==> src/sv/iefa_pkg.sv <==
// ----------------------------------------------------------------------------
// iefa_pkg: shared types and constants of the inverse error function block
// Fixed-point formats, pipeline depths and the Q.56 coefficient set.
// ----------------------------------------------------------------------------
package iefa_pkg;

   localparam int IN_W         = 32;
   localparam int FB           = IN_W - 1;
   localparam int OUT_W        = 32;
   localparam int OUT_FB       = 27;
   localparam int QB           = 56;
   localparam int LOG_STEPS    = QB;
   localparam int SQRT_STEPS   = 59;
   localparam int HORNER_STEPS = 8;
   localparam int POLY_BASE    = HORNER_STEPS + 1;
   localparam int FINAL_SHIFT  = QB + FB - OUT_FB;
   localparam int QUEUE_DEPTH  = 4;
   localparam int QPTR_W       = $clog2(QUEUE_DEPTH);

   typedef struct packed {
      logic          neg;
      logic [FB-1:0] mag;
   } arg_type;

   // N * 10^-E as Q.56, rounded to nearest; restoring long division
   function automatic logic [63:0] dec_to_q(input logic [63:0] n, input int e);
      logic [63:0]  d;
      logic [63:0]  rem;
      logic [127:0] q;
      d   = 64'd1;
      rem = '0;
      q   = '0;
      for (int i = 0; i < e; i++) d = d * 64'd10;
      for (int i = 63; i >= 0; i--) begin
         rem = {rem[62:0], n[i]};
         q   = {q[126:0], 1'b0};
         if (rem >= d) begin
            rem  = rem - d;
            q[0] = 1'b1;
         end
      end
      for (int i = 0; i < QB + 1; i++) begin
         rem = {rem[62:0], 1'b0};
         q   = {q[126:0], 1'b0};
         if (rem >= d) begin
            rem  = rem - d;
            q[0] = 1'b1;
         end
      end
      q = q + 128'd1;
      return q[64:1];
   endfunction

   // first polynomial highest order first, then the second one
   function automatic logic [63:0] coef_q(input int idx);
      logic [63:0] mant;
      int          dexp;
      logic        neg;
      logic [63:0] v;
      mant = '0;
      dexp = 0;
      neg  = 1'b0;
      case (idx)
         0: begin mant = 64'd281022636; dexp = 16; neg = 1'b0; end
         1: begin mant = 64'd343273939; dexp = 15; neg = 1'b0; end
         2: begin mant = 64'd35233877;  dexp = 13; neg = 1'b1; end
         3: begin mant = 64'd439150654; dexp = 14; neg = 1'b1; end
         4: begin mant = 64'd21858087;  dexp = 11; neg = 1'b0; end
         5: begin mant = 64'd125372503; dexp = 11; neg = 1'b1; end
         6: begin mant = 64'd417768164; dexp = 11; neg = 1'b1; end
         7: begin mant = 64'd246640727; dexp = 9;  neg = 1'b0; end
         8: begin mant = 64'd150140941; dexp = 8;  neg = 1'b0; end
         9: begin mant = 64'd200214257; dexp = 12; neg = 1'b1; end
         10: begin mant = 64'd100950558; dexp = 12; neg = 1'b0; end
         11: begin mant = 64'd134934322; dexp = 11; neg = 1'b0; end
         12: begin mant = 64'd367342844; dexp = 11; neg = 1'b1; end
         13: begin mant = 64'd573950773; dexp = 11; neg = 1'b0; end
         14: begin mant = 64'd76224613;  dexp = 10; neg = 1'b1; end
         15: begin mant = 64'd943887047; dexp = 11; neg = 1'b0; end
         16: begin mant = 64'd100167406; dexp = 8;  neg = 1'b0; end
         17: begin mant = 64'd283297682; dexp = 8;  neg = 1'b0; end
         default: begin mant = '0; dexp = 0; neg = 1'b0; end
      endcase
      v = dec_to_q(mant, dexp);
      return neg ? (64'd0 - v) : v;
   endfunction

   localparam logic [63:0] LN2_Q = dec_to_q(64'd693147180559945309, 18);

   localparam logic [63:0] COEF_TAB [18] = '{
      coef_q(0),  coef_q(1),  coef_q(2),  coef_q(3),  coef_q(4),  coef_q(5),
      coef_q(6),  coef_q(7),  coef_q(8),  coef_q(9),  coef_q(10), coef_q(11),
      coef_q(12), coef_q(13), coef_q(14), coef_q(15), coef_q(16), coef_q(17)
   };

   localparam logic [63:0] LOG_BIAS    = 64'(2 * FB) << QB;
   localparam logic [63:0] W_SPLIT     = 64'd5 << QB;
   localparam logic [63:0] W_CENTER    = 64'd5 << (QB - 1);
   localparam logic [63:0] SQRT_CENTER = 64'd3 << QB;

endpackage

==> src/sv/iefa_front.sv <==
// ----------------------------------------------------------------------------
// iefa_front: input side of the inverse error function block
// Takes arguments, splits them into sign and clamped magnitude, queues them.
// ----------------------------------------------------------------------------
module iefa_front (
   input  logic                      clock,
   input  logic                      reset,
   input  logic                      req_valid,
   output logic                      req_ready,
   input  logic [iefa_pkg::IN_W-1:0] req_x_value,
   input  logic                      pop,
   output logic                      head_valid,
   output iefa_pkg::arg_type         head_arg
);

   iefa_pkg::arg_type                queue_mem [iefa_pkg::QUEUE_DEPTH];
   logic [iefa_pkg::QPTR_W-1:0]      wr_ptr_ff, wr_ptr_in, rd_ptr_ff, rd_ptr_in;
   logic [iefa_pkg::QPTR_W:0]        count_ff, count_in;
   logic [iefa_pkg::IN_W-1:0]        abs_val;
   iefa_pkg::arg_type                arg_in;
   logic                             push;

   // fold the sign away; minus one maps onto the largest magnitude
   always_comb begin
      arg_in.neg = req_x_value[iefa_pkg::FB];
      abs_val    = arg_in.neg ? (~req_x_value + 1'b1) : req_x_value;
      arg_in.mag = abs_val[iefa_pkg::FB] ? '1 : abs_val[iefa_pkg::FB-1:0];
   end

   assign req_ready  = (count_ff != (iefa_pkg::QPTR_W + 1)'(iefa_pkg::QUEUE_DEPTH));
   assign push       = req_valid & req_ready;
   assign head_valid = (count_ff != '0);
   assign head_arg   = queue_mem[rd_ptr_ff];

   always_comb begin
      wr_ptr_in = push ? wr_ptr_ff + 1'b1 : wr_ptr_ff;
      rd_ptr_in = pop ? rd_ptr_ff + 1'b1 : rd_ptr_ff;
      count_in  = count_ff + (iefa_pkg::QPTR_W + 1)'(push)
                           - (iefa_pkg::QPTR_W + 1)'(pop);
   end

   always_ff @(posedge clock) begin
      if (reset) begin
         wr_ptr_ff <= '0;
         rd_ptr_ff <= '0;
         count_ff  <= '0;
      end else begin
         wr_ptr_ff <= wr_ptr_in;
         rd_ptr_ff <= rd_ptr_in;
         count_ff  <= count_in;
      end
   end

   always_ff @(posedge clock) begin
      if (push) begin
         queue_mem[wr_ptr_ff] <= arg_in;
      end
   end

endmodule

==> config.mk <==
export PLATFORM = sky130hd
export DESIGN_NAME = iefa_front
export DESIGN_NICKNAME = d
export VERILOG_FILES = /design/src/sv/iefa_pkg.sv /design/src/sv/iefa_front.sv
export SDC_FILE = /design/constraint.sdc
export NUM_CORES = 1
export LEC_CHECK = 0
export ABC_CLOCK_PERIOD_IN_PS = 2410
export CORE_MARGIN = 3
export CORE_UTILIZATION = 25
export DETAILED_ROUTE_END_ITERATION = 7
export DONT_BUFFER_PORTS = 1
export GPL_TIMING_DRIVEN = 1
export PLACE_DENSITY = 0.48
export SLEW_MARGIN = 20
export SYNTH_ARGS = -nofsm -noshare
export SYNTH_HDL_FRONTEND = slang
export SYNTH_SLANG_ARGS = --single-unit
==> constraint.sdc <==
create_clock -name clock -period 2.41 [get_ports clock]
set_input_delay 0.3615 -clock clock [delete_from_list [all_inputs] [get_ports clock]]
set_output_delay 0.3615 -clock clock [all_outputs]
set_load 0.01 [all_outputs]
==> out/qor.yml <==
gr-usage-met2_pct: 18.9
clock_power_share_pct: 38.2
p_int_uw: 4750
reg2reg_depth: 11
ys.flop_type: "edfxtp_1"
layoutNonFillerInstCount: 749
cp-start-kind: "register"
grt_pass1_vias: 3679
wl_per_cell_um: 19.1
grt_first_pass_wirelength_um: 21900
grt_util_all_layers_pct: 11.3
post-route-period-util_pct: 90.4
synth_edf_count: 128
fmax_mhz: 459
synth_area_mm2: 0.00612
diodes: 0
drt-initial-drc-count: 179
met1_usage_pct: 13.3
critPathKind: "register to register"
gr-total-overflow: 0
dieHeight_um: 162
maxSlewViolCount: 0
vias: 3472
fin_skew_ns: 0.00877
via_per_inst: 4.64
dieArea_mm2: 0.0264
ys_seq_area_share_pct: 65.7
synth_nets: 435
powerDensity_mw_per_mm2: 863
cts.clk_slew.worst_paths_ns: 0.06
pwr-share-comb_pct: 13.8
hp-class: "primary input to register"
setup_viol: 0
drc: 0
min_delay_worst_endpoint: "rd_ptr_ff[1]$_SDFFE_PP0P_"
drive_gt1_share_pct: 22.8
nets: 462
initial_core_util_pct: 25.8
gp_congestion: 0.753
cts_buffer_depth: 2
leakage_uw: 0.00235
hpwlAfterDp_um: 9700
hold_path_startpoint: "reset"
dp.cells: 716
post-place-ws_ns: -0.0197
stdcell_area_mm2: 0.00720
outcome: "completed"
antenna_found_initial: 0
insertion_delay_ns: 0.41
core_mm2: 0.0238
power_switching_uw: 1470
htreeDepth: 4
clkSinkCount: 137
first_pass_iters: 4
finalHoldViolations: 0
vdd_drop_max_v: 0.000503
worstMarginPinSlew_ns: 0.546
synth_cell_types: 55
maxSlewHeadroom_pct: 63.6
ios: 70
worst-endpoint-required_ns: 2.71
ys_seq_elements: 137
finish.utilization_pct: 30.3
grt_max_degree: 58
port_buffers: 0
pwr-share-seq_pct: 48.0
cts_tree: "done"
cp.arrival_ns: 2.48
timing.rr.start: "count_ff[1]$_SDFF_PP0_"
rows: 56
cts_made_buffers: 17
hold_depth: 1
cp-end-kind: "register"
grt_setup_unrepaired: "false"
avgSynthCellArea_um2: 15.7
finalWirelength_um: 14300
power.share.switching_pct: 23.6
place_area_mm2: 0.00665
setup_tns_ns: 0
layout_min_cycle_time_ns: 2.18
regToRegEndpoint: "count_ff[2]$_SDFF_PP0_"
root_buffer: "clkbuf_16"
synthArstFlopShare_pct: 0
busiest_layer: "met2"
synth_cells: 390
ant_nets: 0
yosys_warnings: 0
maxCapViolations: 0
critPathMaxFanout: 4
rrSetupSlack_ns: 0.23
die_w_um: 162
use_met3_pct: 4.53
syn_to_final_growth_pct: 17.7
worst_slack_ns: 0.230
## state kept, by name (all words and copies together) (netlist names), named ones only
signal / count
wr_ptr_ff: 2
count_ff: 3
queue_mem: 128
rd_ptr_ff: 2
## power groups by stage
stage / logic, uW / registers, uW / clock network, uW
after detailed placement: 900 / 3030 / 0
after CTS: 906 / 2990 / 2440
after global routing: 964 / 3000 / 2560
final: 857 / 2980 / 2370
after floorplan: 633 / 3010 / 0
after global placement: 880 / 3020 / 0
## synth_stat cells (2+ instances only)
master	instances	share of area (%)
clkbuf_1	9	0.55
nand4_1	2	0.20
nor2b_1	3	0.31
buf_6	2	0.37
a311oi_1	2	0.29
o211ai_1	3	0.37
edfxtp_1	128	63
inv_1	16	0.98
or3_1	7	0.72
nand2_1	17	1.0
nor4_1	4	0.41
ha_1	8	1.6
xnor2_1	4	0.57
o41ai_1	3	0.43
buf_1	4	0.25
o21ai_0	10	0.82
nor2_1	28	1.7
or2_1	2	0.20
nor4_4	2	0.69
o31ai_1	6	0.74
o21a_1	2	0.25
a21oi_1	8	0.65
o311a_1	3	0.49
and3_1	14	1.4
nor3_1	21	1.7
o31a_2	2	0.33
dfxtp_1	9	2.9
buf_2	3	0.25
mux4_2	32	12
or4_1	2	0.25
nand3_1	8	0.65
xor2_1	3	0.43
## per-layer routing
layer / up-vias / wire, um
li1: 1613 / -
met1: 1762 / 5770
met2: 77 / 7190
met3: 20 / 1080
met4: 0 / 274
met5: - / 0
## cell type report
cell class / instances / area, um^2
fill: 2349 / 16600
sequential: 137 / 4030
multi-input combinational: 219 / 1950
clock buffer: 20 / 437
tap: 319 / 399
timing repair buffer: 26 / 223
clock inverter: 12 / 108
inverter: 16 / 60.1
## how the worst max path moves through the flow
stage                                           end                   start  cells past startpoint  slack (ns)
after global routing         count_ff[2]$_SDFF_PP0_  count_ff[1]$_SDFF_PP0_                     11        0.11
final                        count_ff[2]$_SDFF_PP0_  count_ff[1]$_SDFF_PP0_                     11        0.23
after floorplan           queue_mem[0][2]$_DFFE_PP_         req_x_value[11]                      6        0.16
after detailed placement  queue_mem[0][4]$_DFFE_PP_         req_x_value[11]                      5       -0.02
after CTS                    count_ff[2]$_SDFF_PP0_  count_ff[1]$_SDFF_PP0_                     11        0.20
after global placement    queue_mem[0][4]$_DFFE_PP_         req_x_value[11]                      5        0.02
## cell usage in the layout, fill, tap and decap left out, drive strengths merged, types with 10 or more instances in the layout
cell type,netlist,routed
nor3,23,23
buf,9,25
inv,16,16
mux4,32,32
clkbuf,9,20
edfxtp,128,128
nor2,28,28
o21ai,10,10
nand2,17,17
and3,15,15
## kinds of logic after synthesis
logic type / count (synthesis) / share of synthesized area [%]
compound gates: 47 / 5.48
xor+xnor: 7 / 1.00
fa+ha+maj: 9 / 1.96
buf+inv: 34 / 2.39
flops: 137 / 65.7
mux: 32 / 11.8
simple gates: 124 / 11.7
## worst max-delay path, cell delays in order, from the launching register on
cell and delay (ns):
dfxtp_1 0.39, nor2_1 0.07, nand2_1 0.08, and2_1 0.18, inv_1 0.07, ha_1 0.27, inv_1 0.04, ha_1 0.19
fa_1 0.38, xnor2_1 0.21, xnor2_1 0.15, nor2_1 0.05
## through the flow
step | hold WS, ns | power [uW]
floorplan | 0.431 | 3640
global placement | 0.431 | 3900
detailed placement | 0.433 | 3930
CTS | 0.00965 | 6330
global route | 0.00561 | 6520
finish | 0.0302 | 6210
## repair_timing
item / in CTS / in global routing
buffers inserted: 0 / 0
hold buffers: 1 / 0
endpoints found under the hold margin: 7 / 0
resized for setup: 0 / 0
Note: power is estimated with default switching activity, not from simulation.
